==> config.mk <==
export PLATFORM = sky130hd
export DESIGN_NAME = binary_image_2x2_bin_to_glyph_unit_flat
export DESIGN_NICKNAME = d
export VERILOG_FILES = /design/src/sv/b2g_pkg.sv /design/src/sv/b2g_pix_if.sv /design/src/sv/b2g_glyph_if.sv /design/src/sv/b2g_scan.sv /design/src/sv/b2g_line_buf.sv /design/src/sv/b2g_out_stage.sv /design/src/sv/binary_image_2x2_bin_to_glyph_unit.sv /design/src/flat_wrapper.sv
export SDC_FILE = /design/constraint.sdc
export NUM_CORES = 1
export LEC_CHECK = 0
export BUFFER_PORTS_ARGS = -buffer_cell sky130_fd_sc_hd__clkbuf_2
export CAP_MARGIN = 20
export CORE_UTILIZATION = 30
export DETAILED_ROUTE_END_ITERATION = 10
export SYNTH_ARGS = -nofsm -noshare
export SYNTH_HDL_FRONTEND = slang
export SYNTH_SLANG_ARGS = --single-unit
export TNS_END_PERCENT = 50
==> constraint.sdc <==
create_clock -name i_clk -period 6.7 [get_ports i_clk]
set_input_delay 1.34 -clock i_clk [delete_from_list [all_inputs] [get_ports i_clk]]
set_output_delay 1.34 -clock i_clk [all_outputs]
set_load 0.005 [all_outputs]
==> src/sv/b2g_pkg.sv <==
`default_nettype none

package b2g_pkg;

    // Configuration port
    localparam int CFG_IDX_W  = 2;
    localparam int CFG_DATA_W = 13;

    localparam logic [CFG_IDX_W-1:0] CFG_IDX_FRAME_WIDTH  = 2'd0;
    localparam logic [CFG_IDX_W-1:0] CFG_IDX_FRAME_HEIGHT = 2'd1;

    localparam int FRAME_WIDTH_W  = 10;
    localparam int FRAME_HEIGHT_W = 13;

    localparam logic [FRAME_WIDTH_W-1:0]  FRAME_WIDTH_RST  = 10'd318;
    localparam logic [FRAME_HEIGHT_W-1:0] FRAME_HEIGHT_RST = 13'd425;

    // Row position
    localparam int ROW_W        = 12;
    localparam int HEIGHT_LIMIT = 4096;

    // Payload widths
    localparam int GLYPH_W = 8;
    localparam int COUNT_W = 3;
    localparam int PAIR_W  = 2;

    // Glyph codes
    localparam logic [GLYPH_W-1:0] GLYPH_EMPTY = 8'h41;  // 'A'
    localparam logic [GLYPH_W-1:0] GLYPH_ONE   = 8'h4C;  // 'L'
    localparam logic [GLYPH_W-1:0] GLYPH_TWO   = 8'h2F;  // '/'
    localparam logic [GLYPH_W-1:0] GLYPH_THREE = 8'h2E;  // '.'
    localparam logic [GLYPH_W-1:0] GLYPH_FULL  = 8'h20;  // ' '

    typedef struct packed {
        logic col_odd;
        logic row_odd;
        logic row_end;
        logic frame_end;
    } t_scan_flags;

    function automatic logic [GLYPH_W-1:0] glyph_of_count(input logic [COUNT_W-1:0] count);
        logic [GLYPH_W-1:0] g;
        unique case (count)
            3'd0:    g = GLYPH_EMPTY;
            3'd1:    g = GLYPH_ONE;
            3'd2:    g = GLYPH_TWO;
            3'd3:    g = GLYPH_THREE;
            default: g = GLYPH_FULL;  // saturate at a full block
        endcase
        return g;
    endfunction

endpackage

`default_nettype wire

==> src/sv/b2g_pix_if.sv <==
`default_nettype none

interface b2g_pix_if;
    logic valid;
    logic ready;
    logic pixel;

    modport source (output valid, output pixel, input ready);
    modport sink   (input valid, input pixel, output ready);
endinterface

`default_nettype wire

==> src/sv/b2g_glyph_if.sv <==
`default_nettype none

interface b2g_glyph_if;
    logic       valid;
    logic       ready;
    logic [7:0] glyph;
    logic       row_end;
    logic       frame_end;

    modport source (output valid, output glyph, output row_end, output frame_end,
                    input ready);
    modport sink   (input valid, input glyph, input row_end, input frame_end,
                    output ready);
endinterface

`default_nettype wire

==> src/sv/b2g_scan.sv <==
`default_nettype none

module b2g_scan
    import b2g_pkg::*;
#(
    parameter int COL_W = 9
) (
    input  wire logic             i_clk,
    input  wire logic             i_rst_n,
    input  wire logic             i_step,
    input  wire logic             i_restart,
    input  wire logic             i_pixel,
    input  wire logic [COL_W-1:0] i_col_max,
    input  wire logic [COL_W-1:0] i_last_col,
    input  wire logic [ROW_W-1:0] i_row_max,
    input  wire logic [ROW_W-1:0] i_last_row,
    output logic      [COL_W-1:0] o_col,
    output logic                  o_left,
    output t_scan_flags           o_flags
);

    logic [COL_W-1:0] r_col, n_col;
    logic [ROW_W-1:0] r_row, n_row;
    logic             r_left, n_left;

    always_comb begin
        n_col  = r_col;
        n_row  = r_row;
        n_left = r_left;
        priority if (i_restart) begin
            n_col  = '0;
            n_row  = '0;
            n_left = 1'b0;
        end else if (i_step) begin
            if (!r_col[0]) begin
                n_left = i_pixel;
            end
            if (r_col == i_col_max) begin
                n_col = '0;
                n_row = (r_row == i_row_max) ? '0 : r_row + 1'b1;
            end else begin
                n_col = r_col + 1'b1;
            end
        end else begin
            // hold position between transactions
        end
    end

    always_ff @(posedge i_clk) begin
        if (!i_rst_n) begin
            r_col  <= '0;
            r_row  <= '0;
            r_left <= 1'b0;
        end else begin
            r_col  <= n_col;
            r_row  <= n_row;
            r_left <= n_left;
        end
    end

    always_comb begin
        o_flags.col_odd   = r_col[0];
        o_flags.row_odd   = r_row[0];
        o_flags.row_end   = (r_col == i_last_col);
        o_flags.frame_end = (r_col == i_last_col) && (r_row == i_last_row);
    end

    assign o_col  = r_col;
    assign o_left = r_left;

endmodule

`default_nettype wire

==> src/sv/b2g_line_buf.sv <==
`default_nettype none

module b2g_line_buf
    import b2g_pkg::*;
#(
    parameter int SLOTS  = 256,
    parameter int ADDR_W = 8
) (
    input  wire logic              i_clk,
    input  wire logic              i_wr_en,
    input  wire logic              i_rd_en,
    input  wire logic [ADDR_W-1:0] i_addr,
    input  wire logic [PAIR_W-1:0] i_wr_data,
    output logic      [PAIR_W-1:0] o_rd_data
);

    logic [PAIR_W-1:0] r_mem [SLOTS];
    logic [PAIR_W-1:0] r_rd_data;

    always_ff @(posedge i_clk) begin
        if (i_wr_en) begin
            r_mem[i_addr] <= i_wr_data;
        end
    end

    // Hold the read word until the next read of the odd row.
    always_ff @(posedge i_clk) begin
        if (i_rd_en) begin
            r_rd_data <= r_mem[i_addr];
        end
    end

    assign o_rd_data = r_rd_data;

endmodule

`default_nettype wire

==> src/sv/b2g_out_stage.sv <==
`default_nettype none

module b2g_out_stage
    import b2g_pkg::*;
(
    input  wire logic               i_clk,
    input  wire logic               i_rst_n,
    input  wire logic               i_load,
    input  wire logic [PAIR_W-1:0]  i_upper_pair,
    input  wire logic               i_left,
    input  wire logic               i_pixel,
    input  wire logic               i_row_end,
    input  wire logic               i_frame_end,
    input  wire logic               i_ready,
    output logic                    o_can_take,
    output logic                    o_valid,
    output logic      [GLYPH_W-1:0] o_glyph,
    output logic                    o_row_end,
    output logic                    o_frame_end
);

    logic               r_valid, n_valid;
    logic [GLYPH_W-1:0] r_glyph;
    logic               r_row_end;
    logic               r_frame_end;
    logic [COUNT_W-1:0] block_count;

    assign block_count = COUNT_W'(i_upper_pair) + COUNT_W'(i_left) + COUNT_W'(i_pixel);

    assign o_can_take = !r_valid || i_ready;
    assign n_valid    = i_load || (r_valid && !i_ready);

    always_ff @(posedge i_clk) begin
        if (!i_rst_n) begin
            r_valid <= 1'b0;
        end else begin
            r_valid <= n_valid;
        end
    end

    always_ff @(posedge i_clk) begin
        if (i_load) begin
            r_glyph     <= glyph_of_count(block_count);
            r_row_end   <= i_row_end;
            r_frame_end <= i_frame_end;
        end
    end

    assign o_valid     = r_valid;
    assign o_glyph     = r_glyph;
    assign o_row_end   = r_row_end;
    assign o_frame_end = r_frame_end;

endmodule

`default_nettype wire

==> src/sv/binary_image_2x2_bin_to_glyph_unit.sv <==
// A glyph is valid in the cycle after the bottom-right pixel of its block is accepted.
// Throughput: one pixel per cycle; the result register frees when its glyph is taken,
// so input stalls only while a glyph waits untaken.
// Reset: scan position and left pixel clear, frame_width = 318, frame_height = 425.
// The line buffer is not cleared; an even row always fills a slot before the row below reads it.
`default_nettype none

module binary_image_2x2_bin_to_glyph_unit
    import b2g_pkg::*;
#(
    parameter int MAX_WIDTH = 512
) (
    input  wire logic                  i_clk,
    input  wire logic                  i_rst_n,
    input  wire logic                  i_cfg_we,
    input  wire logic [CFG_IDX_W-1:0]  i_cfg_idx,
    input  wire logic [CFG_DATA_W-1:0] i_cfg_data,
    b2g_pix_if.sink                    i_pix,
    b2g_glyph_if.source                o_glyph
);

    localparam int COL_W  = $clog2(MAX_WIDTH);
    localparam int SLOTS  = MAX_WIDTH / 2;
    localparam int ADDR_W = (SLOTS > 1) ? $clog2(SLOTS) : 1;

    function automatic logic [31:0] eff_width(input logic [FRAME_WIDTH_W-1:0] w);
        logic [31:0] v;
        v = 32'(w);
        if (v < 32'd2) v = 32'd2;
        else if (v > 32'(MAX_WIDTH)) v = 32'(MAX_WIDTH);
        return v;
    endfunction

    function automatic logic [31:0] eff_height(input logic [FRAME_HEIGHT_W-1:0] h);
        logic [31:0] v;
        v = 32'(h);
        if (v < 32'd2) v = 32'd2;
        else if (v > 32'(HEIGHT_LIMIT)) v = 32'(HEIGHT_LIMIT);
        return v;
    endfunction

    // Configuration: keep the clamped limits in the form the scan compares against
    logic [31:0]      w_new, h_new, w_rst, h_rst;
    logic [31:0]      last_col_new, last_row_new, last_col_rst, last_row_rst;
    logic [COL_W-1:0] r_col_max, r_last_col;
    logic [ROW_W-1:0] r_row_max, r_last_row;
    logic             cfg_width_wr, cfg_height_wr, restart;

    always_comb begin
        w_new        = eff_width(i_cfg_data[FRAME_WIDTH_W-1:0]);
        h_new        = eff_height(i_cfg_data[FRAME_HEIGHT_W-1:0]);
        w_rst        = eff_width(FRAME_WIDTH_RST);
        h_rst        = eff_height(FRAME_HEIGHT_RST);
        last_col_new = (w_new & ~32'd1) - 32'd1;
        last_row_new = (h_new & ~32'd1) - 32'd1;
        last_col_rst = (w_rst & ~32'd1) - 32'd1;
        last_row_rst = (h_rst & ~32'd1) - 32'd1;
    end

    assign cfg_width_wr  = i_cfg_we && (i_cfg_idx == CFG_IDX_FRAME_WIDTH);
    assign cfg_height_wr = i_cfg_we && (i_cfg_idx == CFG_IDX_FRAME_HEIGHT);
    assign restart       = cfg_width_wr || cfg_height_wr;

    always_ff @(posedge i_clk) begin
        if (!i_rst_n) begin
            r_col_max  <= COL_W'(w_rst - 32'd1);
            r_last_col <= COL_W'(last_col_rst);
            r_row_max  <= ROW_W'(h_rst - 32'd1);
            r_last_row <= ROW_W'(last_row_rst);
        end else begin
            if (cfg_width_wr) begin
                r_col_max  <= COL_W'(w_new - 32'd1);
                r_last_col <= COL_W'(last_col_new);
            end
            if (cfg_height_wr) begin
                r_row_max  <= ROW_W'(h_new - 32'd1);
                r_last_row <= ROW_W'(last_row_new);
            end
        end
    end

    // Scan position
    logic             accept;
    logic             can_take;
    logic [COL_W-1:0] col;
    logic [COL_W-1:0] col_half;
    logic [ADDR_W-1:0] slot;
    logic             left;
    t_scan_flags      flags;

    assign i_pix.ready = can_take;
    assign accept      = i_pix.valid && can_take;

    b2g_scan #(
        .COL_W (COL_W)
    ) u_scan (
        .i_clk      (i_clk),
        .i_rst_n    (i_rst_n),
        .i_step     (accept),
        .i_restart  (restart),
        .i_pixel    (i_pix.pixel),
        .i_col_max  (r_col_max),
        .i_last_col (r_last_col),
        .i_row_max  (r_row_max),
        .i_last_row (r_last_row),
        .o_col      (col),
        .o_left     (left),
        .o_flags    (flags)
    );

    assign col_half = col >> 1;
    assign slot     = col_half[ADDR_W-1:0];

    // Line buffer: even rows store pair sums, odd rows fetch them on the even column
    logic              lb_wr, lb_rd;
    logic [PAIR_W-1:0] pair_now;
    logic [PAIR_W-1:0] upper_pair;

    assign pair_now = PAIR_W'(left) + PAIR_W'(i_pix.pixel);
    assign lb_wr    = accept && flags.col_odd && !flags.row_odd;
    assign lb_rd    = accept && !flags.col_odd && flags.row_odd;

    b2g_line_buf #(
        .SLOTS  (SLOTS),
        .ADDR_W (ADDR_W)
    ) u_line_buf (
        .i_clk     (i_clk),
        .i_wr_en   (lb_wr),
        .i_rd_en   (lb_rd),
        .i_addr    (slot),
        .i_wr_data (pair_now),
        .o_rd_data (upper_pair)
    );

    // Result register
    logic load;

    assign load = accept && flags.col_odd && flags.row_odd;

    b2g_out_stage u_out_stage (
        .i_clk        (i_clk),
        .i_rst_n      (i_rst_n),
        .i_load       (load),
        .i_upper_pair (upper_pair),
        .i_left       (left),
        .i_pixel      (i_pix.pixel),
        .i_row_end    (flags.row_end),
        .i_frame_end  (flags.frame_end),
        .i_ready      (o_glyph.ready),
        .o_can_take   (can_take),
        .o_valid      (o_glyph.valid),
        .o_glyph      (o_glyph.glyph),
        .o_row_end    (o_glyph.row_end),
        .o_frame_end  (o_glyph.frame_end)
    );

    // Checks
    a_no_overwrite: assert property (@(posedge i_clk) disable iff (!i_rst_n)
        !(accept && o_glyph.valid && !o_glyph.ready))
        else $error("pixel accepted while a stalled glyph would be overwritten");

    a_block_done_gives_glyph: assert property (@(posedge i_clk) disable iff (!i_rst_n)
        load |=> o_glyph.valid)
        else $error("finished block produced no glyph");

    a_col_in_row: assert property (@(posedge i_clk) disable iff (!i_rst_n)
        col <= r_col_max)
        else $error("column position past end of row");

    a_frame_end_on_row_end: assert property (@(posedge i_clk) disable iff (!i_rst_n)
        (o_glyph.valid && o_glyph.frame_end) |-> o_glyph.row_end)
        else $error("frame end flagged away from a row end");

endmodule

`default_nettype wire

==> src/flat_wrapper.sv <==
// flat-port wrapper written by rule: the top's interface ports become plain ports
module binary_image_2x2_bin_to_glyph_unit_flat import b2g_pkg::*;
#(
    parameter int MAX_WIDTH = 512
)
  (i_clk, i_rst_n, i_cfg_we, i_cfg_idx, i_cfg_data, i_pix_valid, i_pix_pixel, i_pix_ready, o_glyph_valid, o_glyph_glyph, o_glyph_row_end, o_glyph_frame_end, o_glyph_ready);
  b2g_pix_if i_pix_i ();
  b2g_glyph_if o_glyph_i ();
  input  wire logic i_clk;
  input  wire logic i_rst_n;
  input  wire logic i_cfg_we;
  input  wire logic [CFG_IDX_W-1:0] i_cfg_idx;
  input  wire logic [CFG_DATA_W-1:0] i_cfg_data;
  input wire logic [$bits(i_pix_i.valid)-1:0] i_pix_valid;
  input wire logic [$bits(i_pix_i.pixel)-1:0] i_pix_pixel;
  output wire logic [$bits(i_pix_i.ready)-1:0] i_pix_ready;
  output wire logic [$bits(o_glyph_i.valid)-1:0] o_glyph_valid;
  output wire logic [$bits(o_glyph_i.glyph)-1:0] o_glyph_glyph;
  output wire logic [$bits(o_glyph_i.row_end)-1:0] o_glyph_row_end;
  output wire logic [$bits(o_glyph_i.frame_end)-1:0] o_glyph_frame_end;
  input wire logic [$bits(o_glyph_i.ready)-1:0] o_glyph_ready;
  assign i_pix_i.valid = i_pix_valid;
  assign i_pix_i.pixel = i_pix_pixel;
  assign i_pix_ready = i_pix_i.ready;
  assign o_glyph_valid = o_glyph_i.valid;
  assign o_glyph_glyph = o_glyph_i.glyph;
  assign o_glyph_row_end = o_glyph_i.row_end;
  assign o_glyph_frame_end = o_glyph_i.frame_end;
  assign o_glyph_i.ready = o_glyph_ready;
  binary_image_2x2_bin_to_glyph_unit #(.MAX_WIDTH(MAX_WIDTH)) u_core (.i_clk(i_clk), .i_rst_n(i_rst_n), .i_cfg_we(i_cfg_we), .i_cfg_idx(i_cfg_idx), .i_cfg_data(i_cfg_data), .i_pix(i_pix_i), .o_glyph(o_glyph_i));
endmodule
==> run summary <==
Status - completed
Layout cell share with drive strength beyond 1 - 17.7%
Max_slew headroom - 28.1%
ANT cells - 0
Hold_buf cts - 0
Compound-gate portion of the synthesized area - 5.24%
#FFs+latches synth - 584
Largest net degree at the start of global routing - 257
Adder-cell share of the synthesized area - 0.532%
Fmax achieved - 263 MHz
Switching power - 0.00156 W
IO Count - 33
Post-Synth Simple-Gate Area - 9.25%
Total of warnings raised by yosys - 0
WS Path Type - primary input to flip-flop
Dominant synthesized flop cell - edfxtp_1
GRT overflow - 0
Clk network pwr share - 43.5%
Hold Vio Cnt, Final - 0
CTS Root Cell - clkbuf_16
# clock sinks - 584
Mapped Cells - 1665
Worst slew pin tran - 1.08 ns
Die width - 290 um
HPWL Detailed - 37000 um
Min-delay worst type - flip-flop to flip-flop
Initial Util - 30.3%
Drt drc - 0
Min-delay src - u_core.r_col_max[6]
RSZ-0062 raised after global routing - no
Largest family of logic cells by synthesized area - multiplexers
Leak pwr - 8.07 nW
Unique masters post-synth - 70
TritonRoute pass-1 iters - 5
Internal power - 0.00595 W
Final min period - 3.80 ns
Port Buffers - 30
Worst setup path start - i_cfg_data[6]
Setup bufs post-CTS - 0
Post-synth top cells - 521 x edfxtp_1, 318 x nor2_1, 130 x mux4_2, 84 x nand2_1, 74 x clkbuf_1
Die H - 290 um
CTS tree - yes
DIE AREA - 84200 sq um
Post-synthesis xor/xnor area fraction - 2.29%
Startpoint types - primary input
Syn Std Cell Area - 24900 sq um
First-pass GRT wire length - 93800 um
R2R Setup Slk - 2.96 ns
CP Data Required Time - 7.15 ns
DR vias/cell - 5.24
Reg-to-Reg End - u_core.u_line_buf.o_rd_data[0]
Yosys top cell area share - 62.8%
Core area - 82100 sq um
Non-Filler Instances - 2785
Number of antenna violations at the first check in global routing - 0
DR iter-0 viols - 1599
Logic gate share of total power - 3.2%
Async SR Flop Fraction - 0%
TritonCTS Buffers - 57
Mean Syn Cell Area - 15.0 sq um
Clock tree buffer depth - 3
Setup Total Neg Slack - 0 ns
Nets - 1698
Clock skew - 0.0272 ns
Antenna-violating nets left - 0
Final wirelength - 62000 um
Final Cycle Share - 56.8%
Clock Latency Late Sink - 0.62 ns
Max-slew violation count - 0
Row cnt - 105
Mux contribution to synthesized area - 12.3%
Worst-path clk slew - 0.06 ns
GRT Util Overall - 14.6%
Arrival @ worst endpoint - 4.26 ns
Vias in the first global route - 14900
Yosys top cell by area - edfxtp_1
Top-count cell post-synth - edfxtp_1
Vias post-DR - 14600
Worst Setup End Kind - flip-flop
# H-tree levels - 2
Post-synth EDFFs - 521
Design Power - 0.00751 W
Switch share - 20.8%
R2r startpoint - u_core.u_scan.o_col[1]
Max-Cap Viols - 0
Final setup fails - 0
Worst R2R Path Depth - 7
Crit path max fanout - 11
Area Overhead vs Synth - 12.9%
Max IR drop VDD - 0.000225 V
GP Congestion - 0.868
Placed insts - 2677
Wirelength per Cell - 22.3 um
Pwr dens - 267 nW/um^2
Critical Path Sink - u_core.r_row_max[8]
Post-cts sizing count - 0
Post-synthesis sequential area ratio - 67.9%
Sequential Power Share - 53.3%
Synth top area cells - edfxtp_1 63%, mux4_2 12%, dfxtp_1 5.1%, nor2_1 4.8%, xnor2_1 1.4%
-- metal layers --
metal / wire (um) / global-route usage, % / vias to the layer above
met4: 1300 / 4.23 / 0
met5: 0 / 0 / -
met1: 26400 / 20.1 / 7543
li1: - / - / 6376
met3: 4330 / 2.48 / 96
met2: 30000 / 23.8 / 590
-- power by group through the flow --
stage / registers, W / logic [W] / clock network [W]
global route: 0.00400 / 0.000266 / 0.00344
detailed placement: 0.00408 / 0.000243 / 0
floorplan: 0.00408 / 0.000172 / 0
finish: 0.00400 / 0.000244 / 0.00326
global placement: 0.00408 / 0.000238 / 0
CTS: 0.00400 / 0.000244 / 0.00332
-- kinds of logic (layout without fill, tap and decap cells) --
family,count (synthesis),in the layout
AO/OA/AOI/OAI,187,187
XOR/XNOR,65,65
adder cells (fa/ha/maj),10,10
buffers and inverters,138,187
flip-flops,584,584
multiplexers,144,144
other,1,2
AND/OR/NAND/NOR,536,536
-- layout by cell type, fill, tap and decap left out, types with 26 or more instances in the layout --
master / count
a21oi_1: 40
a22oi_1: 34
buf_4: 31
clkbuf_16: 58
clkbuf_2: 30
dfxtp_1: 59
edfxtp_1: 521
mux4_2: 130
nand2_1: 84
nand3_1: 30
nor2_1: 317
o21ai_0: 30
xnor2_1: 39
xor2_1: 26
-- worst min path at each step --
| stage | end | slack [ns] | depth (start not counted) |
|---|---|---|---|
| after detailed placement | u_core.r_col_max[6] | 0.46 | 2 |
| final | u_core.r_col_max[6] | 0.47 | 2 |
| after global routing | u_core.r_col_max[6] | 0.50 | 2 |
| after CTS | u_core.r_col_max[6] | 0.47 | 2 |
| after floorplan | u_core.r_col_max[6] | 0.44 | 2 |
| after global placement | u_core.r_col_max[6] | 0.47 | 2 |
-- state kept, by name, indices dropped and copies added (netlist names) --
| register | count |
|---|---|
| u_core.u_line_buf.r_mem | 512 |
| u_core.r_row_max | 12 |
| u_core.u_scan.r_row | 12 |
| u_core.r_last_row | 11 |
| u_core.r_col_max | 9 |
| u_core.u_scan.o_col | 9 |
| u_core.r_last_col | 8 |
| u_core.u_out_stage.o_glyph | 5 |
| u_core.u_line_buf.o_rd_data | 2 |
| u_core.u_out_stage.o_frame_end | 1 |
| u_core.u_out_stage.o_row_end | 1 |
| u_core.u_out_stage.o_valid | 1 |
| u_core.u_scan.o_left | 1 |
-- area by class of cell --
cell class,count,area (sq um)
fillers,7795,54000
repair buffers,66,490
multi-input cells,944,7420
well taps,1070,1340
clock buffers,71,1560
clock inverters,36,347
inverters,14,52.6
flip-flops and latches,584,16900
-- per-stage QoR --
step / utilization [%] / area, sq um / hold slack (ns) / setup slack (ns)
finish: 34.3 / 28100 / 0.466 / 2.90
global route: 34.3 / 28100 / 0.502 / 2.68
CTS: 34.2 / 28100 / 0.472 / 2.57
detailed placement: 31.9 / 26200 / 0.460 / 1.94
global placement: 31.9 / 26200 / 0.467 / 1.96
floorplan: - / 24900 / 0.439 / 1.17
-- worst max-delay path, stage by stage --
cell and delay, ns:
clkbuf_2 0.18, or4_1 0.76, o41ai_2 0.46, nor2_1 0.23, inv_1 0.10, ha_1 0.21, o21ai_1 0.21, nor2_1 0.15
nor3_1 0.05, a2111oi_0 0.41, o21ai_0 0.15
Power figures use the tool's default switching activity.
